**config.mk**
```make
export PLATFORM = sky130hd
export DESIGN_NAME = averaged_accel_tilt_angles_unit
export DESIGN_NICKNAME = d
export VERILOG_FILES = /design/src/hw/rtl/atat_pkg.sv /design/src/hw/rtl/atat_lane.sv /design/src/hw/rtl/atat_merge.sv /design/src/hw/rtl/averaged_accel_tilt_angles_unit.sv
export SDC_FILE = /design/constraint.sdc
export NUM_CORES = 2
export LEC_CHECK = 0
export BUFFER_PORTS_ARGS = -buffer_cell sky130_fd_sc_hd__buf_2
export CORE_UTILIZATION = 60
export DETAILED_ROUTE_END_ITERATION = 8
export GPL_ROUTABILITY_DRIVEN = 0
export PLACE_DENSITY = 0.84
export SYNTH_ARGS = -nofsm -noshare
export SYNTH_HDL_FRONTEND = slang
export SYNTH_HIERARCHICAL = 1
export SYNTH_SLANG_ARGS = --single-unit
```
**constraint.sdc**
```tcl
create_clock -name aclk -period 8.6 [get_ports aclk]
set_input_delay 0 -clock aclk [delete_from_list [all_inputs] [get_ports aclk]]
set_output_delay 0 -clock aclk [all_outputs]
set_load 0.01 [all_outputs]
```
**src/hw/rtl/atat_pkg.sv**
```systemverilog
// Package for the averaged accelerometer tilt angle unit.
// Holds the widths, the fixed-point constants, the arctangent table and the lane types.
// No dependencies; every module of the unit imports it.
package atat_pkg;

    // Sample and result formats
    localparam int SAMPLE_W    = 16;
    localparam int ANGLE_W     = 16;
    localparam int SUM_W       = 20;
    localparam int CFG_W       = 5;
    localparam int CFG_RESET   = 10;
    localparam int MAX_SAMPLES = 16;
    localparam int CNT_W       = $clog2(MAX_SAMPLES + 1);

    // CORDIC formats: operands are sums times 256, angle in 1/65536 degree
    localparam int CORDIC_STEPS = 16;
    localparam int STEP_W       = $clog2(CORDIC_STEPS);
    localparam int OPER_SHIFT   = 8;
    localparam int CORDIC_W     = 32;
    localparam int Z_W          = 26;
    localparam int DEG180       = 180 * 65536;
    localparam int ROUND_BIAS   = 256;
    localparam int ROUND_SHIFT  = 9;
    localparam int ANGLE_LIMIT  = 23040;

    // atan(2^-i) in 1/65536 degree, rounded to nearest
    localparam int TABLE_LEN   = 24;
    localparam int TABLE_IDX_W = $clog2(TABLE_LEN);
    localparam int AtanTable [TABLE_LEN] = '{
        2949120, 1740967, 919879, 466945, 234379, 117304, 58666, 29335,
        14668, 7334, 3667, 1833, 917, 458, 229, 115,
        57, 29, 14, 7, 4, 2, 1, 0
    };

    // Lane sequencer states
    typedef enum logic [1:0] {
        LANE_IDLE,
        LANE_RUN,
        LANE_DONE
    } atat_lane_state_t;

    // Status a lane reports to the top level and the merge stage
    typedef struct packed {
        logic busy;
        logic done;
    } atat_lane_status_t;

endpackage

```
**src/hw/rtl/atat_lane.sv**
```systemverilog
// One CORDIC lane in vectoring mode: atan2(num, den) in 1/128 degree, saturated.
// Iterates one micro-rotation per cycle, CORDIC_STEPS micro-rotations in all.
// Depends on atat_pkg.
module atat_lane
    import atat_pkg::*;
(
    input  logic                       aclk,
    input  logic                       aresetn,
    input  logic                       start,
    input  logic signed [SUM_W-1:0]    num,
    input  logic signed [SUM_W-1:0]    den,
    input  logic                       ack,
    output atat_lane_status_t          status,
    output logic signed [ANGLE_W-1:0]  angle
);

    atat_lane_state_t            state_reg, state_next;
    logic [STEP_W-1:0]           step_reg, step_next;
    logic signed [CORDIC_W-1:0]  x_reg, x_next;
    logic signed [CORDIC_W-1:0]  y_reg, y_next;
    logic signed [Z_W-1:0]       z_reg, z_next;
    logic                        zero_reg, zero_next;

    logic signed [CORDIC_W-1:0]  x_init, y_init, dx, dy;
    logic signed [Z_W-1:0]       atan_step, z_round, z_shr;

    // Operands scaled by 256
    assign x_init = {{(CORDIC_W-SUM_W-OPER_SHIFT){den[SUM_W-1]}}, den, {OPER_SHIFT{1'b0}}};
    assign y_init = {{(CORDIC_W-SUM_W-OPER_SHIFT){num[SUM_W-1]}}, num, {OPER_SHIFT{1'b0}}};

    // Micro-rotation terms
    assign dx        = y_reg >>> step_reg;
    assign dy        = x_reg >>> step_reg;
    assign atan_step = Z_W'(AtanTable[TABLE_IDX_W'(step_reg)]);

    // State and datapath registers
    always_ff @(posedge aclk) begin
        if (!aresetn) begin
            state_reg <= LANE_IDLE;
        end else begin
            state_reg <= state_next;
        end
        step_reg <= step_next;
        x_reg    <= x_next;
        y_reg    <= y_next;
        z_reg    <= z_next;
        zero_reg <= zero_next;
    end

    // Sequencer and iteration
    always_comb begin
        state_next = state_reg;
        step_next  = step_reg;
        x_next     = x_reg;
        y_next     = y_reg;
        z_next     = z_reg;
        zero_next  = zero_reg;
        unique case (state_reg)
            LANE_IDLE: begin
                if (start) begin
                    state_next = LANE_RUN;
                    step_next  = '0;
                    zero_next  = (num == '0) && (den == '0);
                    // negative denominator: turn the vector by 180 degrees
                    if (den[SUM_W-1]) begin
                        x_next = -x_init;
                        y_next = -y_init;
                        z_next = num[SUM_W-1] ? -Z_W'(DEG180) : Z_W'(DEG180);
                    end else begin
                        x_next = x_init;
                        y_next = y_init;
                        z_next = '0;
                    end
                end
            end
            LANE_RUN: begin
                if (!y_reg[CORDIC_W-1]) begin
                    x_next = x_reg + dx;
                    y_next = y_reg - dy;
                    z_next = z_reg + atan_step;
                end else begin
                    x_next = x_reg - dx;
                    y_next = y_reg + dy;
                    z_next = z_reg - atan_step;
                end
                if (step_reg == STEP_W'(CORDIC_STEPS - 1)) begin
                    state_next = LANE_DONE;
                end else begin
                    step_next = step_reg + 1'b1;
                end
            end
            LANE_DONE: begin
                if (ack) begin
                    state_next = LANE_IDLE;
                end
            end
            default: begin
                state_next = LANE_IDLE;
            end
        endcase
    end

    // Round to 1/128 degree and saturate
    assign z_round = z_reg + Z_W'(ROUND_BIAS);
    assign z_shr   = z_round >>> ROUND_SHIFT;

    always_comb begin
        if (zero_reg) begin
            angle = '0;
        end else if (z_shr > $signed(Z_W'(ANGLE_LIMIT))) begin
            angle = ANGLE_W'(ANGLE_LIMIT);
        end else if (z_shr < -$signed(Z_W'(ANGLE_LIMIT))) begin
            angle = -ANGLE_W'(ANGLE_LIMIT);
        end else begin
            angle = ANGLE_W'(z_shr);
        end
    end

    assign status.busy = (state_reg == LANE_RUN);
    assign status.done = (state_reg == LANE_DONE);

endmodule

```
**src/hw/rtl/atat_merge.sv**
```systemverilog
// Merge stage: collects the three lane angles into the output register.
// Loads when all lanes are done and the output register is free or draining.
// Depends on atat_pkg.
module atat_merge
    import atat_pkg::*;
(
    input  logic                       aclk,
    input  logic                       aresetn,
    input  atat_lane_status_t          stat_x,
    input  atat_lane_status_t          stat_y,
    input  atat_lane_status_t          stat_z,
    input  logic signed [ANGLE_W-1:0]  angle_x,
    input  logic signed [ANGLE_W-1:0]  angle_y,
    input  logic signed [ANGLE_W-1:0]  angle_z,
    output logic                       lanes_ack,
    output logic                       m_tvalid,
    input  logic                       m_tready,
    output logic [3*ANGLE_W-1:0]       m_tdata
);

    logic                  valid_reg, valid_next;
    logic [3*ANGLE_W-1:0]  data_reg, data_next;
    logic                  all_done;

    assign all_done  = stat_x.done && stat_y.done && stat_z.done;
    assign lanes_ack = all_done && (!valid_reg || m_tready);

    // Output register: a new beat may replace one being taken
    always_comb begin
        valid_next = valid_reg;
        data_next  = data_reg;
        if (lanes_ack) begin
            valid_next = 1'b1;
            data_next  = {angle_z, angle_y, angle_x};
        end else if (m_tready) begin
            valid_next = 1'b0;
        end
    end

    always_ff @(posedge aclk) begin
        if (!aresetn) begin
            valid_reg <= 1'b0;
        end else begin
            valid_reg <= valid_next;
        end
        data_reg <= data_next;
    end

    assign m_tvalid = valid_reg;
    assign m_tdata  = data_reg;

endmodule

```
**src/hw/rtl/averaged_accel_tilt_angles_unit.sv**
```systemverilog
// Averaged accelerometer tilt angles: per-axis sums, three CORDIC lanes, merge register.
// A non-final sample is only added to the sums; the final sample of a set starts the lanes,
//   which run CORDIC_STEPS micro-rotations at one per cycle, and the merge register then loads the angles.
// s_tready stays low from then until the merge register takes the angles, longer if m_tready stalls.
// Reset (aresetn low, synchronous): sums and count cleared, sample_count back to 10, no beat out.
// Depends on atat_pkg, atat_lane and atat_merge.
module averaged_accel_tilt_angles_unit
    import atat_pkg::*;
(
    input  logic                      aclk,
    input  logic                      aresetn,
    // configuration: sample_count
    input  logic                      cfg_wen,
    input  logic [CFG_W-1:0]          cfg_wdata,
    // samples
    input  logic                      s_tvalid,
    output logic                      s_tready,
    input  logic [3*SAMPLE_W-1:0]     s_tdata,   // accel_x, accel_y, accel_z (low bits first)
    // angles
    output logic                      m_tvalid,
    input  logic                      m_tready,
    output logic [3*ANGLE_W-1:0]      m_tdata    // angle_x, angle_y, angle_z (low bits first)
);

    logic [CFG_W-1:0]          cfg_reg;
    logic signed [SUM_W-1:0]   sum_x_reg, sum_y_reg, sum_z_reg;
    logic signed [SUM_W-1:0]   sum_x_next, sum_y_next, sum_z_next;
    logic [CNT_W-1:0]          taken_reg, taken_inc, need;
    logic signed [SAMPLE_W-1:0] accel_x, accel_y, accel_z;
    logic                      accept, complete, start, busy, lanes_ack;
    atat_lane_status_t         stat_x, stat_y, stat_z;
    logic signed [ANGLE_W-1:0] angle_x, angle_y, angle_z;

    assign accel_x = s_tdata[SAMPLE_W-1:0];
    assign accel_y = s_tdata[2*SAMPLE_W-1:SAMPLE_W];
    assign accel_z = s_tdata[3*SAMPLE_W-1:2*SAMPLE_W];

    // Busy while any lane is rotating or holding a result
    assign busy     = stat_x.busy || stat_x.done || stat_y.busy || stat_y.done
                   || stat_z.busy || stat_z.done;
    assign s_tready = !busy;
    assign accept   = s_tvalid && s_tready;

    // Samples per set, clamped to 1..MAX_SAMPLES
    always_comb begin
        if (cfg_reg == '0) begin
            need = CNT_W'(1);
        end else if (int'(cfg_reg) > MAX_SAMPLES) begin
            need = CNT_W'(MAX_SAMPLES);
        end else begin
            need = CNT_W'(cfg_reg);
        end
    end

    // Running sums including the current beat, wrapping in SUM_W bits
    assign sum_x_next = sum_x_reg + {{(SUM_W-SAMPLE_W){accel_x[SAMPLE_W-1]}}, accel_x};
    assign sum_y_next = sum_y_reg + {{(SUM_W-SAMPLE_W){accel_y[SAMPLE_W-1]}}, accel_y};
    assign sum_z_next = sum_z_reg + {{(SUM_W-SAMPLE_W){accel_z[SAMPLE_W-1]}}, accel_z};
    assign taken_inc  = taken_reg + 1'b1;
    assign complete   = (taken_inc >= need);
    assign start      = accept && complete;

    // Configuration register
    always_ff @(posedge aclk) begin
        if (!aresetn) begin
            cfg_reg <= CFG_W'(CFG_RESET);
        end else if (cfg_wen) begin
            cfg_reg <= cfg_wdata;
        end
    end

    // Accumulators: cleared when a set is handed to the lanes
    always_ff @(posedge aclk) begin
        if (!aresetn) begin
            sum_x_reg <= '0;
            sum_y_reg <= '0;
            sum_z_reg <= '0;
            taken_reg <= '0;
        end else if (accept) begin
            if (complete) begin
                sum_x_reg <= '0;
                sum_y_reg <= '0;
                sum_z_reg <= '0;
                taken_reg <= '0;
            end else begin
                sum_x_reg <= sum_x_next;
                sum_y_reg <= sum_y_next;
                sum_z_reg <= sum_z_next;
                taken_reg <= taken_inc;
            end
        end
    end

    // Three lanes: atan2(y,z), atan2(x,z), atan2(x,y)
    atat_lane u_lane_x (
        .aclk    (aclk),
        .aresetn (aresetn),
        .start   (start),
        .num     (sum_y_next),
        .den     (sum_z_next),
        .ack     (lanes_ack),
        .status  (stat_x),
        .angle   (angle_x)
    );

    atat_lane u_lane_y (
        .aclk    (aclk),
        .aresetn (aresetn),
        .start   (start),
        .num     (sum_x_next),
        .den     (sum_z_next),
        .ack     (lanes_ack),
        .status  (stat_y),
        .angle   (angle_y)
    );

    atat_lane u_lane_z (
        .aclk    (aclk),
        .aresetn (aresetn),
        .start   (start),
        .num     (sum_x_next),
        .den     (sum_y_next),
        .ack     (lanes_ack),
        .status  (stat_z),
        .angle   (angle_z)
    );

    // Merge into the output register
    atat_merge u_merge (
        .aclk      (aclk),
        .aresetn   (aresetn),
        .stat_x    (stat_x),
        .stat_y    (stat_y),
        .stat_z    (stat_z),
        .angle_x   (angle_x),
        .angle_y   (angle_y),
        .angle_z   (angle_z),
        .lanes_ack (lanes_ack),
        .m_tvalid  (m_tvalid),
        .m_tready  (m_tready),
        .m_tdata   (m_tdata)
    );

endmodule

```
==> flow_summary.yaml <==
worst_setup_path:
  critPathCapture: "u_lane_z/y_reg[31]"
  arrival_ns: 7.26
  critPathLaunch: "u_lane_z/step_reg[0]"
  crit_path_max_fanout: 39
  crit_slowest_cell: "edfxtp_1"
  rr_worst_depth: 21
  required_ns: 9.12
  cp_top_family: "compound AO/OA/AOI/OAI gates"
  startpoint_type: "flip-flop"
  timing.critical_path.to_type: "flip-flop"
  critical-path-max-stage-delay_ns: 0.73
  path_common_cell: "a21oi_1"
  cp_num_buf_inv: 2
  critPathKind: "flip-flop to flip-flop"
  r2r_end: "u_lane_z/y_reg[31]"
  path_cells: "buf_4 -> buf_4 -> and2_1 -> a22oi_1 -> a21oi_1 -> nand3_1 -> a21oi_1 -> nand3_1 -> nor2_1 -> a31oi_1 -> xnor2_1 -> ha_1 -> o21ai_0 -> nor2_1 -> o311ai_0 -> a21oi_1 -> a311o_1 -> o31a_1 -> a211oi_1 -> xnor3_1 -> o21ai_1"
  reg2reg_from: "u_lane_z/step_reg[0]"
  cp.depth: 21
  ff2ff_setup_slack_ns: 1.86
status:
  violations: "design-rule violations"
  outcome: "finished, violations left"
die:
  start_util_pct: 60.7
  fp.dieH_um: 301
  coreArea_um2: 88600
  die_x_um: 301
  rows: 109
  dieArea_um2: 90900
  ios: 108
route:
  avgViaCountPerCell: 6.97
  drc: 16
  drtIter0Drc: 6866
  drt_wl_total_um: 159000
  vias: 51300
  first_pass_iters: 9
  post_drt_wl_per_cell_um: 21.6
  ant_nets: 0
synthesis:
  synth_area_um2: 53800
  synth_top_family_by_area: "compound AO/OA/AOI/OAI gates"
  syn_inst: 6245
  avgSynthCellArea_um2: 8.62
  ys_ff_latch: 410
  synthAdderAreaFrac_pct: 9.39
  synth-simple-area-share_pct: 18.0
  synth_compound_gate_area_share_pct: 22.2
  synth_edf_count: 333
  ys_warn_count: 6
  async_flop_share_pct: 0
  synthFlopType: "edfxtp_1"
  synth_cell_types: 124
  synth_xor_area_share_pct: 10.0
  ys_seq_area_share_pct: 21.4
  synthMuxAreaShare_pct: 14.5
  syn_nets: 6699
pwr:
  p_leak_uw: 0.0222
  irDropWorstVdd_uv: 171
  powerDensity_nw_per_um2: 272
clock_network:
  htree_num_levels: 2
  ctsResizeCount: 0
  clock_path_buffers: 3
  cts_setup_buffers: 0
  clkSlewWorstSetupHoldPaths_ns: 0.06
  cts_buffers: 52
  cts_hold_buf: 23
  worstSkewPairLatency_ns: 0.69
  root_buffer: "clkbuf_16"
  clock_sinks: 410
  cts_tree: "yes"
timing:
  min_period_ns: 6.74
  setup_viol: 0
  layout_setup_ws_ns: 1.86
  fmax_mhz: 148
  holdWs_ns: 0.0468
  slew-limit-headroom_pct: 16.0
  tns_ns: 0
  fin_skew_ns: 0.0286
  rsz0062_at_grt: "no"
  finalCritPeriodShare_pct: 78.4
  drv_slew: 0
  hold_viol_final: 0
  worst_pin_slew_ns: 1.26
placed_design:
  dp.cells: 7241
  dp_slack_ns: 1.99
  place.port_buffers: 107
  place_hpwl_um: 117000
final_layout:
  fin_cells: 7364
  final_cell_mix: "nand2_1, nor2_1, a21oi_1"
  largest_reg_flops: 48
  syn_to_final_growth_pct: 5.66
  layout_commonest_cell: "nand2_1"
  drive_gt1_share_pct: 10.6
  nets: 6607
run:
  cap_violations: 0
grt:
  grt_pass1_wl_um: 251000
  grt_overflow_total: 0
  grt_max_degree: 129
  track_usage_pct: 33.7
  grt_antenna_before_repair: 6
  first_global_vias: 48000
min_path:
  hold_path.class: "input port to flip-flop"
[synthesized netlist by cell type (all sizes together) (42+ instances only)]
cell type	n	area, um^2
xor2	216	1890
inv	176	661
mux2	79	890
o21a	63	473
ha	384	4800
a21o	127	953
nand2b	93	582
a211oi	83	623
clkbuf	186	699
xnor2	392	3440
nor2b	94	588
o21ai	401	2010
and2	76	475
nand4	49	322
nand2	553	2080
nor2	554	2090
mux4	235	5380
a21oi	480	2410
and3	79	495
o22ai	42	263
o31ai	66	509
mux2i	153	1540
o211ai	50	375
a31oi	96	628
a22o	58	508
edfxtp	333	10000
buf	162	1000
nand3	168	846
dfxtp	77	1540
nor3	133	703
[where the power goes]
group / switching (uW) / internal (uW) / leakage [uW] / total, uW
combinational: 5870 / 4090 / 0.0176 / 9960
sequential: 466 / 2660 / 0.00371 / 3130
clock: 997 / 1380 / 0.000902 / 2380
[final cells by class]
class,count,area [um^2]
well taps,1165,1460
fillers,7084,31800
flip-flops and latches,410,11500
diodes,2,5.00
clock inverters,33,364
multi-input cells,5308,40000
repair buffers,202,1360
inverters,179,673
clock buffers,65,1480
[per-layer routing]
metal	up-vias	GRT usage (%)	wire [um]
li1	23400	-	-
met1	24100	43.8	61600
met2	3170	53.3	70900
met3	603	8.60	19800
met4	6	14.0	7060
met5	-	0	43
[tightest hold or removal path, delay by kind of cell]
family | cells | cell delay (ns)
AOI/OAI and AO/OA | 1 | 0.10
adders and majority gates | 1 | 0.37
buffers and inverters | 1 | 0.08
and+or+nand+nor | 1 | 0.12
[through the flow]
stage | total power [uW] | utilization, % | instance area (um^2)
after floorplan | 10600 | - | 53800
after global placement | 12400 | 61.8 | 54800
after detailed placement | 12700 | 61.8 | 54800
after CTS | 15200 | 64.1 | 56900
after global routing | 16400 | 64.1 | 56900
final | 15500 | 64.1 | 56900
[cell families (layout without fill, tap and decap cells)]
| kind of cell | after synthesis | in the layout |
|---|---|---|
| other cells | 0 | 2 |
| simple gates | 2002 | 2002 |
| xor+xnor | 611 | 611 |
| fa+ha+maj | 397 | 397 |
| flops | 410 | 410 |
| mux | 467 | 467 |
| buf+inv | 527 | 479 |
| compound gates | 1831 | 1831 |
[how the worst min path moves through the flow]
stage | from | to | cells past startpoint
final | s_tdata[16] | sum_y_reg[0] | 4
after global routing | s_tdata[16] | u_lane_x/y_reg[8] | 4
after CTS | s_tdata[16] | sum_y_reg[0] | 4
after detailed placement | cfg_wdata[3] | cfg_reg[3] | 3
after global placement | cfg_wdata[3] | cfg_reg[3] | 3
after floorplan | aresetn | u_lane_x/state_reg[1] | 1
No activity file was read; power rests on OpenSTA's default activity.
